$ cat src/design/rps_pkg.sv
// Shared types, widths and limits for the row profile segmenter.
// Used by every module of the block; depends on nothing else.
`default_nettype none

package rps_pkg;

   localparam int MAX_WIDTH  = 4096;
   localparam int MAX_HEIGHT = 4096;

   // Position counters index up to the largest row or region size.
   localparam int COL_W = $clog2(MAX_WIDTH);
   localparam int ROW_W = $clog2(MAX_HEIGHT);
   // Register fields and per-row counts hold the limit itself.
   localparam int LIM_W = 13;
   localparam int CNT_W = 13;
   localparam int GRP_W = 12;
   localparam int PIX_W = 8;

   localparam logic [LIM_W-1:0] ROW_LENGTH_RESET = LIM_W'(640);
   localparam logic [LIM_W-1:0] ROW_TOTAL_RESET  = LIM_W'(480);

   // Configuration register indexes.
   localparam int CSR_IDX_W = 1;
   localparam logic [CSR_IDX_W-1:0] CSR_ROW_LENGTH = 1'b0;
   localparam logic [CSR_IDX_W-1:0] CSR_ROW_TOTAL  = 1'b1;

   typedef struct packed {
      logic [ROW_W-1:0] row_index;
      logic [CNT_W-1:0] black_count;
      logic             row_blank;
      logic             group_opened;
      logic             group_closed;
      logic [ROW_W-1:0] closed_start;
      logic [ROW_W-1:0] closed_end;
      logic             frame_done;
      logic [GRP_W-1:0] group_total;
      logic             best_found;
      logic [ROW_W-1:0] best_start;
      logic [ROW_W-1:0] best_end;
   } rps_result_type;

   // Limits a register value to the range 1..hi.
   function automatic logic [LIM_W-1:0] clamp_limit(input logic [LIM_W-1:0] v,
                                                    input logic [LIM_W-1:0] hi);
      logic [LIM_W-1:0] r;
      if (v == '0) begin
         r = LIM_W'(1);
      end else if (v > hi) begin
         r = hi;
      end else begin
         r = v;
      end
      return r;
   endfunction

endpackage

`default_nettype wire

$ cat src/design/rps_in_stage.sv
// Input register of the row profile segmenter: holds one pixel byte.
// Depends on rps_pkg.
`default_nettype none

module rps_in_stage
   import rps_pkg::*;
(
   input  wire logic             clock,
   input  wire logic             reset,
   input  wire logic             req_valid,
   output logic                  req_ready,
   input  wire logic [PIX_W-1:0] req_pixel_red,
   input  wire logic             consume,
   output logic                  pix_valid,
   output logic [PIX_W-1:0]      pix_red
);

   logic             valid_ff;
   logic             valid_in;
   logic [PIX_W-1:0] red_ff;

   // The register frees up in the same cycle that its pixel moves on.
   assign req_ready = !valid_ff || consume;
   assign valid_in  = (req_valid && req_ready) || (valid_ff && !consume);

   always_ff @(posedge clock) begin
      if (reset) begin
         valid_ff <= 1'b0;
      end else begin
         valid_ff <= valid_in;
      end
      if (req_valid && req_ready) begin
         red_ff <= req_pixel_red;
      end
   end

   assign pix_valid = valid_ff;
   assign pix_red   = red_ff;

endmodule

`default_nettype wire

$ cat src/design/rps_profile.sv
// Row profile state: column and row position, per-row foreground count,
// group tracking and the longest group. Depends on rps_pkg.
`default_nettype none

module rps_profile
   import rps_pkg::*;
(
   input  wire logic             clock,
   input  wire logic             reset,
   input  wire logic [LIM_W-1:0] width,
   input  wire logic [LIM_W-1:0] height,
   input  wire logic             step,
   input  wire logic [PIX_W-1:0] pix_red,
   output logic                  row_end,
   output rps_result_type        result
);

   logic [COL_W-1:0] column_pos_ff;
   logic [ROW_W-1:0] row_pos_ff;
   logic [CNT_W-1:0] row_black_ff;
   logic             in_group_ff;
   logic [ROW_W-1:0] group_begin_ff;
   logic [GRP_W-1:0] groups_seen_ff;
   logic [ROW_W-1:0] longest_begin_ff;
   logic [ROW_W-1:0] longest_finish_ff;
   logic [CNT_W-1:0] longest_len_ff;
   logic             any_group_ff;

   logic [LIM_W-1:0] col_next;
   logic [CNT_W-1:0] count;
   logic             last_row;
   logic             opened;
   logic             active;
   logic             closed;
   logic [ROW_W-1:0] cs;
   logic [ROW_W-1:0] grp_len;
   logic             take_best;
   logic [GRP_W-1:0] groups_in;
   logic [ROW_W-1:0] best_begin_in;
   logic [ROW_W-1:0] best_finish_in;
   logic             any_group_in;

   always_comb begin
      count    = row_black_ff + CNT_W'(pix_red == '0);
      col_next = LIM_W'(column_pos_ff) + LIM_W'(1);
      row_end  = col_next >= width;
      last_row = (LIM_W'(row_pos_ff) + LIM_W'(1)) >= height;

      opened = !in_group_ff && (count != '0);
      active = in_group_ff || opened;
      // A blank row closes the group it follows; the last row closes any group.
      closed = active && ((count == '0) || last_row);
      cs     = opened ? row_pos_ff : group_begin_ff;

      grp_len   = row_pos_ff - cs;
      take_best = closed && (!any_group_ff || (CNT_W'(grp_len) > longest_len_ff));
      groups_in = groups_seen_ff + GRP_W'(opened);

      best_begin_in  = take_best ? cs : longest_begin_ff;
      best_finish_in = take_best ? row_pos_ff : longest_finish_ff;
      any_group_in   = any_group_ff || closed;

      result.row_index    = row_pos_ff;
      result.black_count  = count;
      result.row_blank    = (count == '0);
      result.group_opened = opened;
      result.group_closed = closed;
      result.closed_start = closed ? cs : '0;
      result.closed_end   = closed ? row_pos_ff : '0;
      result.frame_done   = last_row;
      result.group_total  = groups_in;
      result.best_found   = any_group_in;
      result.best_start   = any_group_in ? best_begin_in : '0;
      result.best_end     = any_group_in ? best_finish_in : '0;
   end

   always_ff @(posedge clock) begin
      if (reset) begin
         column_pos_ff     <= '0;
         row_pos_ff        <= '0;
         row_black_ff      <= '0;
         in_group_ff       <= 1'b0;
         group_begin_ff    <= '0;
         groups_seen_ff    <= '0;
         longest_begin_ff  <= '0;
         longest_finish_ff <= '0;
         longest_len_ff    <= '0;
         any_group_ff      <= 1'b0;
      end else if (step) begin
         if (!row_end) begin
            column_pos_ff <= col_next[COL_W-1:0];
            row_black_ff  <= count;
         end else begin
            column_pos_ff <= '0;
            row_black_ff  <= '0;
            if (last_row) begin
               row_pos_ff        <= '0;
               in_group_ff       <= 1'b0;
               group_begin_ff    <= '0;
               groups_seen_ff    <= '0;
               longest_begin_ff  <= '0;
               longest_finish_ff <= '0;
               longest_len_ff    <= '0;
               any_group_ff      <= 1'b0;
            end else begin
               row_pos_ff     <= row_pos_ff + ROW_W'(1);
               in_group_ff    <= active && !closed;
               group_begin_ff <= cs;
               groups_seen_ff <= groups_in;
               any_group_ff   <= any_group_in;
               if (take_best) begin
                  longest_begin_ff  <= cs;
                  longest_finish_ff <= row_pos_ff;
                  longest_len_ff    <= CNT_W'(grp_len);
               end
            end
         end
      end
   end

endmodule

`default_nettype wire

$ cat src/design/rps_out_stage.sv
// Result register of the row profile segmenter: one row result and its valid.
// Depends on rps_pkg.
`default_nettype none

module rps_out_stage
   import rps_pkg::*;
(
   input  wire logic     clock,
   input  wire logic     reset,
   input  wire logic     load,
   input  wire rps_result_type result,
   output logic          can_take,
   output logic          rsp_valid,
   input  wire logic     rsp_ready,
   output rps_result_type held
);

   logic           valid_ff;
   rps_result_type data_ff;

   assign can_take = !valid_ff || rsp_ready;

   always_ff @(posedge clock) begin
      if (reset) begin
         valid_ff <= 1'b0;
      end else if (load) begin
         valid_ff <= 1'b1;
      end else if (rsp_ready) begin
         valid_ff <= 1'b0;
      end
      if (load) begin
         data_ff <= result;
      end
   end

   assign rsp_valid = valid_ff;
   assign held      = data_ff;

endmodule

`default_nettype wire

$ cat src/design/row_profile_segmenter.sv
// Row profile segmenter: counts foreground pixels per row and reports runs
// of non-blank rows. Depends on rps_pkg, rps_in_stage, rps_profile, rps_out_stage.
//
// Usage:
//   Pixels come in on the req_ channel in raster order, one red byte per
//   transfer; a red value of zero is foreground. One result leaves on the
//   rsp_ channel for each finished row, none for other pixels.
//   The csr_ channel writes row_length (index 0) and row_total (index 1);
//   it is always ready and should be used only while the block is idle.
//   A pixel transfer lands in the input register; from there it updates the
//   profile state and, at a row end, loads the result register, which offers
//   the result. One pixel is taken per cycle unless a row-ending pixel waits.
//   When the receiver stalls, the result register holds; pixels that end no
//   row keep flowing, and the next row-ending pixel waits in the input
//   register until the result is taken.
//   After the last row of a region the group state clears for the next one.
//   Reset empties both registers, zeroes all positions and counters and
//   sets row_length to 640 and row_total to 480.
`default_nettype none

module row_profile_segmenter
   import rps_pkg::*;
(
   input  wire logic                 clock,
   input  wire logic                 reset,
   input  wire logic                 req_valid,
   output logic                      req_ready,
   input  wire logic [PIX_W-1:0]     req_pixel_red,
   output logic                      rsp_valid,
   input  wire logic                 rsp_ready,
   output logic [ROW_W-1:0]          rsp_row_index,
   output logic [CNT_W-1:0]          rsp_black_count,
   output logic                      rsp_row_blank,
   output logic                      rsp_group_opened,
   output logic                      rsp_group_closed,
   output logic [ROW_W-1:0]          rsp_closed_start,
   output logic [ROW_W-1:0]          rsp_closed_end,
   output logic                      rsp_frame_done,
   output logic [GRP_W-1:0]          rsp_group_total,
   output logic                      rsp_best_found,
   output logic [ROW_W-1:0]          rsp_best_start,
   output logic [ROW_W-1:0]          rsp_best_end,
   input  wire logic                 csr_valid,
   output logic                      csr_ready,
   input  wire logic [CSR_IDX_W-1:0] csr_index,
   input  wire logic [LIM_W-1:0]     csr_data
);

   logic [LIM_W-1:0] row_length_ff;
   logic [LIM_W-1:0] row_total_ff;
   logic [LIM_W-1:0] width;
   logic [LIM_W-1:0] height;

   logic             pix_valid;
   logic [PIX_W-1:0] pix_red;
   logic             consume;
   logic             row_end;
   logic             can_take;
   logic             step;
   rps_result_type   result;
   rps_result_type   held;

   assign csr_ready = 1'b1;

   always_ff @(posedge clock) begin
      if (reset) begin
         row_length_ff <= ROW_LENGTH_RESET;
         row_total_ff  <= ROW_TOTAL_RESET;
      end else if (csr_valid && csr_ready) begin
         unique case (csr_index)
            CSR_ROW_LENGTH: row_length_ff <= csr_data;
            CSR_ROW_TOTAL:  row_total_ff  <= csr_data;
            default: ;
         endcase
      end
   end

   assign width  = clamp_limit(row_length_ff, LIM_W'(MAX_WIDTH));
   assign height = clamp_limit(row_total_ff, LIM_W'(MAX_HEIGHT));

   // A pixel that ends a row moves on only when the result register is free.
   assign consume = pix_valid && (!row_end || can_take);
   assign step    = consume;

   rps_in_stage u_in_stage (
      .clock         (clock),
      .reset         (reset),
      .req_valid     (req_valid),
      .req_ready     (req_ready),
      .req_pixel_red (req_pixel_red),
      .consume       (consume),
      .pix_valid     (pix_valid),
      .pix_red       (pix_red)
   );

   rps_profile u_profile (
      .clock   (clock),
      .reset   (reset),
      .width   (width),
      .height  (height),
      .step    (step),
      .pix_red (pix_red),
      .row_end (row_end),
      .result  (result)
   );

   rps_out_stage u_out_stage (
      .clock     (clock),
      .reset     (reset),
      .load      (step && row_end),
      .result    (result),
      .can_take  (can_take),
      .rsp_valid (rsp_valid),
      .rsp_ready (rsp_ready),
      .held      (held)
   );

   assign rsp_row_index    = held.row_index;
   assign rsp_black_count  = held.black_count;
   assign rsp_row_blank    = held.row_blank;
   assign rsp_group_opened = held.group_opened;
   assign rsp_group_closed = held.group_closed;
   assign rsp_closed_start = held.closed_start;
   assign rsp_closed_end   = held.closed_end;
   assign rsp_frame_done   = held.frame_done;
   assign rsp_group_total  = held.group_total;
   assign rsp_best_found   = held.best_found;
   assign rsp_best_start   = held.best_start;
   assign rsp_best_end     = held.best_end;

endmodule

`default_nettype wire

$ cat config.mk
export PLATFORM = sky130hd
export DESIGN_NAME = row_profile_segmenter
export DESIGN_NICKNAME = d
export VERILOG_FILES = /design/src/design/rps_pkg.sv /design/src/design/rps_in_stage.sv /design/src/design/rps_profile.sv /design/src/design/rps_out_stage.sv /design/src/design/row_profile_segmenter.sv
export SDC_FILE = /design/constraint.sdc
export NUM_CORES = 1
export LEC_CHECK = 0
export ABC_AREA = 1
export BUFFER_PORTS_ARGS = -buffer_cell sky130_fd_sc_hd__buf_2
export CAP_MARGIN = 20
export CORE_ASPECT_RATIO = 1.2
export CORE_UTILIZATION = 59
export CTS_BUF_LIST = sky130_fd_sc_hd__clkbuf_16
export CTS_CLUSTER_DIAMETER = 100
export DETAILED_ROUTE_END_ITERATION = 7
export MAX_ROUTING_LAYER = met4
export PLACE_DENSITY = 0.8
export SLEW_MARGIN = 20
export SYNTH_ARGS = -nofsm -noshare
export SYNTH_HDL_FRONTEND = slang
export SYNTH_HIERARCHICAL = 1
export SYNTH_SLANG_ARGS = --single-unit
$ cat constraint.sdc
create_clock -name clock -period 7.05 [get_ports clock]
set_clock_uncertainty 0.1 [all_clocks]
set_input_delay 1.0575 -clock clock [delete_from_list [all_inputs] [get_ports clock]]
set_output_delay 1.0575 -clock clock [all_outputs]
set_load 0.01 [all_outputs]
Word level (Yosys, flattened, before mapping)
Index checks and enable logic that the tools add are counted.

cells by class
  add/sub/neg operators = 6
  $mul = 0
  divide/modulo/power cells = 0
  $lt $le $gt $ge = 5
  equality and inequality tests = 0
  shift operators = 0
  multiplexer cells = 20
  bitwise logic cells = 1
  reductions and logical operators = 34

operator list
  operator                                                         count
  12-bit two-way mux                                               9
  13-bit two-way mux                                               7
  13-bit zero test                                                 3
  12-bit by 1-bit adder with 13-bit output, second input constant  2
  13-bit >= comparator                                             2
  13-bit > comparator, second input constant                       2
  13-bit by 1-bit adder with 13-bit output                         1
  12-bit by 13-bit > comparator with 1-bit output                  1
  13-bit nonzero test                                              1
  12-bit by 1-bit adder with 12-bit output                         1
  12-bit by 1-bit adder with 12-bit output, second input constant  1
  12-bit subtractor                                                1
  1-bit logical AND                                                8
  8-bit zero test                                                  1
  1-bit logical OR                                                 8
  1-bit zero test                                                  7
  2-bit AND reduction                                              3
  1-bit two-way mux                                                4
  2-bit nonzero test                                               2
  3-bit AND reduction                                              1
  1-bit NOT                                                        1

word-level totals
  flip-flop bits (word level) = 226
  latch bits = 0
  bits in writable memories = 0
  bits in read-only memories = 0
  input bits = 27
  output and inout port bits = 93
  word-level logic and storage cells = 93
  memories = 0

Logic depth before layout (Yosys ltp)
  depth after elaboration = 11
  mapped depth = 42
  gate-level depth less buffers = 39

Cells and area by module
Netlist, hierarchy kept.

modules (own cells, without submodules)
  module                 instances  cells an instance  area an instance (µm²)  sequential area each (µm²)
  rps_profile            1          968                6648.9                  1981.9
  rps_out_stage          1          95                 2745.1                  2722.6
  row_profile_segmenter  1          191                1398.8                  520.5
  rps_in_stage           1          14                 287.8                   260.2

Least setup slack after synthesis
OpenSTA, ideal clock, no wires.

  path kind = reg2reg
  start = register u_in_stage.red_ff[1] (netlist: u_in_stage/pix_red[1])
  end = register u_out_stage.data_ff, in the netlist u_out_stage/held[17] (data pin)
  library setup time = 0.255 ns
  arrival time = 4.893 ns
  data required time = 6.695 ns
  path slack = 1.802 ns
  cell stages (with the launch flop) = 39
  buffers on the path = 3
  clock period less this slack = 5.248 ns
  path through = edfxtp_1 -> nor4_1 -> and2_1 -> ha_1 -> ha_1 -> nand2_1 -> nor2_2 -> nand3_1 -> nand2_1 -> nand2_1 -> nor3_4 -> nand2_4 -> nand2_4 -> buf_6 -> nand2_1 -> o21ai_1 -> ha_1 -> a21oi_1 -> [... 3 more ...] -> nand2_1 -> nand2_1 -> a21oi_1 -> nand2_1 -> and2_1 -> ha_1 -> nand3_1 -> nor3_1 -> o21ai_0 -> o211ai_1 -> nand2_1 -> nand2_1 -> nand3_4 -> buf_6 -> buf_6 -> nand2_1 -> o21ai_1 -> and2_1

RTL lines
  element                   RTL line             text
  start: declaration        rps_in_stage.sv:20   logic [PIX_W-1:0] red_ff;
  start signal: assignment  rps_in_stage.sv:33   red_ff <= req_pixel_red;
  end signal: assignment    rps_out_stage.sv:32  data_ff <= result;
  end: declaration          rps_out_stage.sv:19  rps_result_type data_ff;

Worst setup path in the final report
  start = register u_in_stage.red_ff[5] (netlist: u_in_stage/pix_red[5])
  end = register u_profile.longest_len_ff[8]

on the way
  cells in the longest elaborated chain, start to end = 11
  elaborated cells on any way between the ends = 17
  those cells by class = 2 x add/sub; 1 x order compare; 3 x mux; 11 x reduce/logical

RTL lines
  element                                          RTL line            text
  8-bit zero test *                                rps_profile.sv:44   count = row_black_ff + CNT_W'(pix_red == '0);
  13-bit by 1-bit adder with 13-bit output *       rps_profile.sv:44
  13-bit nonzero test                              rps_profile.sv:49   opened = !in_group_ff && (count != '0);
  1-bit logical AND                                rps_profile.sv:49
  12-bit two-way mux                               rps_profile.sv:53   cs = opened ? row_pos_ff : group_begin_ff;
  12-bit subtractor                                rps_profile.sv:55   grp_len = row_pos_ff - cs;
  12-bit by 13-bit > comparator with 1-bit output  rps_profile.sv:56   take_best = closed && (!any_group_ff || (CNT_W'(grp_len) > longest_len_ff));
  1-bit logical OR                                 rps_profile.sv:56
  1-bit logical AND                                rps_profile.sv:56
  2-bit nonzero test (no source line)              -
  3-bit AND reduction (no source line)             -
  end signal: assignment                           rps_profile.sv:114  longest_len_ff <= CNT_W'(grp_len);
  end: declaration                                 rps_profile.sv:26   logic [CNT_W-1:0] longest_len_ff;

Every way passes the cells marked *; elsewhere a longest branch is shown, timed or not. The select of a mux whose other input is x is not followed.
A chain may end at the register's enable or synchronous reset.

==> impl_results.md <==
- RSZ-0062 raised after global routing: no
- FF/Latch Area: approximately 5500 µm²
- Slowest stage delay, CP: between 0.4 and 0.5 ns
- Slew @ Worst Pin: approximately 1.0 ns
- CTS Buffer Depth: 3
- Number of fill cells: between 1000 and 1500
- Most frequent cells in the layout: nand2_1, inv_1, nor2_1
- Core box area: 18310 µm²
- Vias per inst: roughly 5.3
- Placed cell area: around 12000 µm²
- Synthesized cell area: roughly 11000 µm²
- Clock sink count: 225
- Drt initial violations: about 600
- Die X: roughly 130 µm
- Global-route wire length before repair: 38140 µm
- Setup TNS: 0 ns
- DRT antenna net count: 0
- Run status: finished clean
- Post-CTS sizing: 0
- Post-route cell area: ~12000 µm²
- Cells on worst reg2reg path: 36
- Max_slew headroom: a little under a third
- Fin. Hold Viols: 0
- Root Buffer: clkbuf_16
- Initial Util: 60.52%
- Grt total ovfl: 0
- Syn Area/Cell: 8.739 µm²
- I/O pin count: 120
- Most common cell after layout, fill and taps aside: nand2_1
- M1 WL: around 9500 µm
- Die area: just under 20000 µm²
- CTS Buf Count: 22
- H-tree lvl count: 1
- Final net count: about 1400
- Leak Pwr: 5.306 nW
- Met2 wire length: about 11000 µm
- Setup bufs post-CTS: 0
- Syn nets: between 1000 and 1500
- WL met3: 994 µm
- IO buf count: 118
- Top Layer Used: met4
- Multi-input logic area: about 4700 µm²
- Routed WL: between 20000 and 25000 µm
- Worst-path clk slew: ~0.06 ns
- Die height: between 150 and 200 µm
- Fmax: between 0.15 and 0.2 GHz
- Placer congestion estimate: about 0.96
- Slew Viols, Final: 0
- Sequential area share after synthesis: a little under 50%
- DRC: 0
- Tcrit/Tclk final: 90.33%
- Crit path kind: flip-flop to flip-flop
- Instance count on the critical path: 36
- Most used cell, CP: nand2_1
- Largest net degree at the start of global routing: 54
- Antenna cells: 0
- CP top delay family: simple AND/OR/NAND/NOR gates
- CTS tree: yes
- Total GRT Usage: between 20% and 30%
- Design Power: between 2 and 3 mW
- Initial antenna violation count: 0
- Via count: around 8700
- Synth cell types: 51
- Yosys warns: 6
- Cell Pwr Density: about 210 nW/µm²
- Crit-path max FO: 50
- Worst Setup Start Kind: flip-flop
- Worst EP arrival: 6.62 ns
- Min-delay worst type: flip-flop to flip-flop
- Max-cap viol count: 0
- CP Data Required Time: about 7.3 ns
- DP HPWL: 16570 µm
- # rows: between 50 and 60
- Crit-path slowest cell: nand3_4
- Post-DR wirelength/cell: 14.13 µm
- Final setup viols: 0
- Clock Latency Late Sink: 0.51 ns
- Maximum vdd drop: around 0.00018 V
- WHS Path Cells: 2
- WP buf/inv: 1
- Share of layout cells above drive strength 1: between 10% and 20%
- Yosys reg bits: approximately 230
- Critical path capture point type: flip-flop
- CTS Hold Buffers Added: 0
- Vias in the first global route: roughly 8000
- DR pass1 iterations: 4
- Final Critical Period: approximately 6.4 ns
- Syn Inst Count: 1268
- Layout overhead on the synthesized area: 12.13%
==> metrics by stage <==
stage / instances / hold slack (ns) / utilization (%) / setup WS, ns
6_report: 1633 / 0.3694 / 67.86 / 0.6820
5_1_grt: 1633 / 0.3872 / 67.86 / 0.02351
4_1_cts: 1633 / 0.3703 / 67.86 / 0.7337
3_5_place_dp: 1594 / 0.3588 / 64.16 / 0.7863
3_3_place_gp: 1594 / 0.3547 / 64.16 / 1.095
2_1_floorplan: 1268 / 0.3437 / - / 1.802
==> tightest hold or removal path: stages (launching register included) <==
cell and delay, ns:
dfxtp_1 0.31, nand2_1 0.07, a21oi_2 0.05
==> registers in the layout, indices dropped and copies added (netlist names) <==
register                     flops
row_length_ff                   13
row_total_ff                    13
u_in_stage/pix_red               8
u_in_stage/pix_valid             1
u_out_stage/held                90
u_out_stage/rsp_valid            1
u_profile/any_group_ff           1
u_profile/column_pos_ff         12
u_profile/group_begin_ff        12
u_profile/groups_seen_ff        12
u_profile/in_group_ff            1
u_profile/longest_begin_ff      12
u_profile/longest_finish_ff     12
u_profile/longest_len_ff        12
u_profile/row_black_ff          13
u_profile/row_pos_ff            12
==> worst paths after layout <==
| path | start | endpoint | slack, ns |
|---|---|---|---|
| min | u_profile/longest_len_ff[10] | u_profile/longest_len_ff[10] | 0.37 |
| max reg2reg | u_in_stage/pix_red[5] | u_profile/longest_len_ff[8] | 0.68 |
| max | u_in_stage/pix_red[5] | u_profile/longest_len_ff[8] | 0.68 |
| min reg2reg | u_profile/longest_len_ff[10] | u_profile/longest_len_ff[10] | 0.37 |
==> power by group <==
group,leakage [nW],internal (mW),total [mW],switching (mW)
logic,3.02,0.0521,0.147,0.0946
registers,1.95,1.37,1.38,0.0130
clock network,0.338,0.610,1.10,0.488
total,5.31,2.03,2.63,0.596
==> kinds of logic after synthesis <==
family	synth area share (%)
fa+ha+maj	6.391
flops	49.50
buf+inv	8.469
other cells	0.03384
simple gates	20.34
compound gates	12.58
xor+xnor	2.687
==> area by class of cell <==
class | instances | area share, %
inverter | 174 | 5.267
timing repair buffer | 124 | 5.116
sequential | 225 | 44.15
tap | 252 | 2.538
multi-input combinational | 819 | 37.48
clock buffer | 22 | 4.431
clock inverter | 17 | 1.017
==> Yosys cell counts, drive strengths merged <==
master | count | area, µm²
nor4b | 1 | 8.760
o21bai | 3 | 22.52
and2 | 13 | 81.33
a21boi | 15 | 146.4
dfxtp | 127 | 2542
clkbuf | 21 | 80.07
inv | 172 | 645.6
o21a | 1 | 7.510
o221ai | 1 | 8.760
a21oi | 76 | 451.7
buf | 29 | 205.2
nand2 | 248 | 1006
a22oi | 13 | 97.59
xnor2 | 5 | 43.79
nand4 | 19 | 118.9
nor4 | 4 | 25.02
o21ai | 90 | 484.2
a211oi | 1 | 7.510
conb | 1 | 3.750
nor2 | 144 | 609.3
ha | 55 | 688.2
edfxtp | 98 | 2943
nand3b | 1 | 7.510
xor2 | 29 | 254.0
nor3 | 9 | 56.31
o22ai | 22 | 137.6
a21o | 1 | 7.510
o211ai | 3 | 22.52
clkinv | 2 | 7.510
nand3 | 62 | 332.8
nor3b | 1 | 7.510
fa | 1 | 20.02
==> routing by layer <==
metal	global-route usage [%]	vias up
li1	-	4368
met1	28.82	3969
met2	42.78	252
met3	2.430	70
met4	12.64	0
met5	-	-
(Power assumes the default switching activity.)
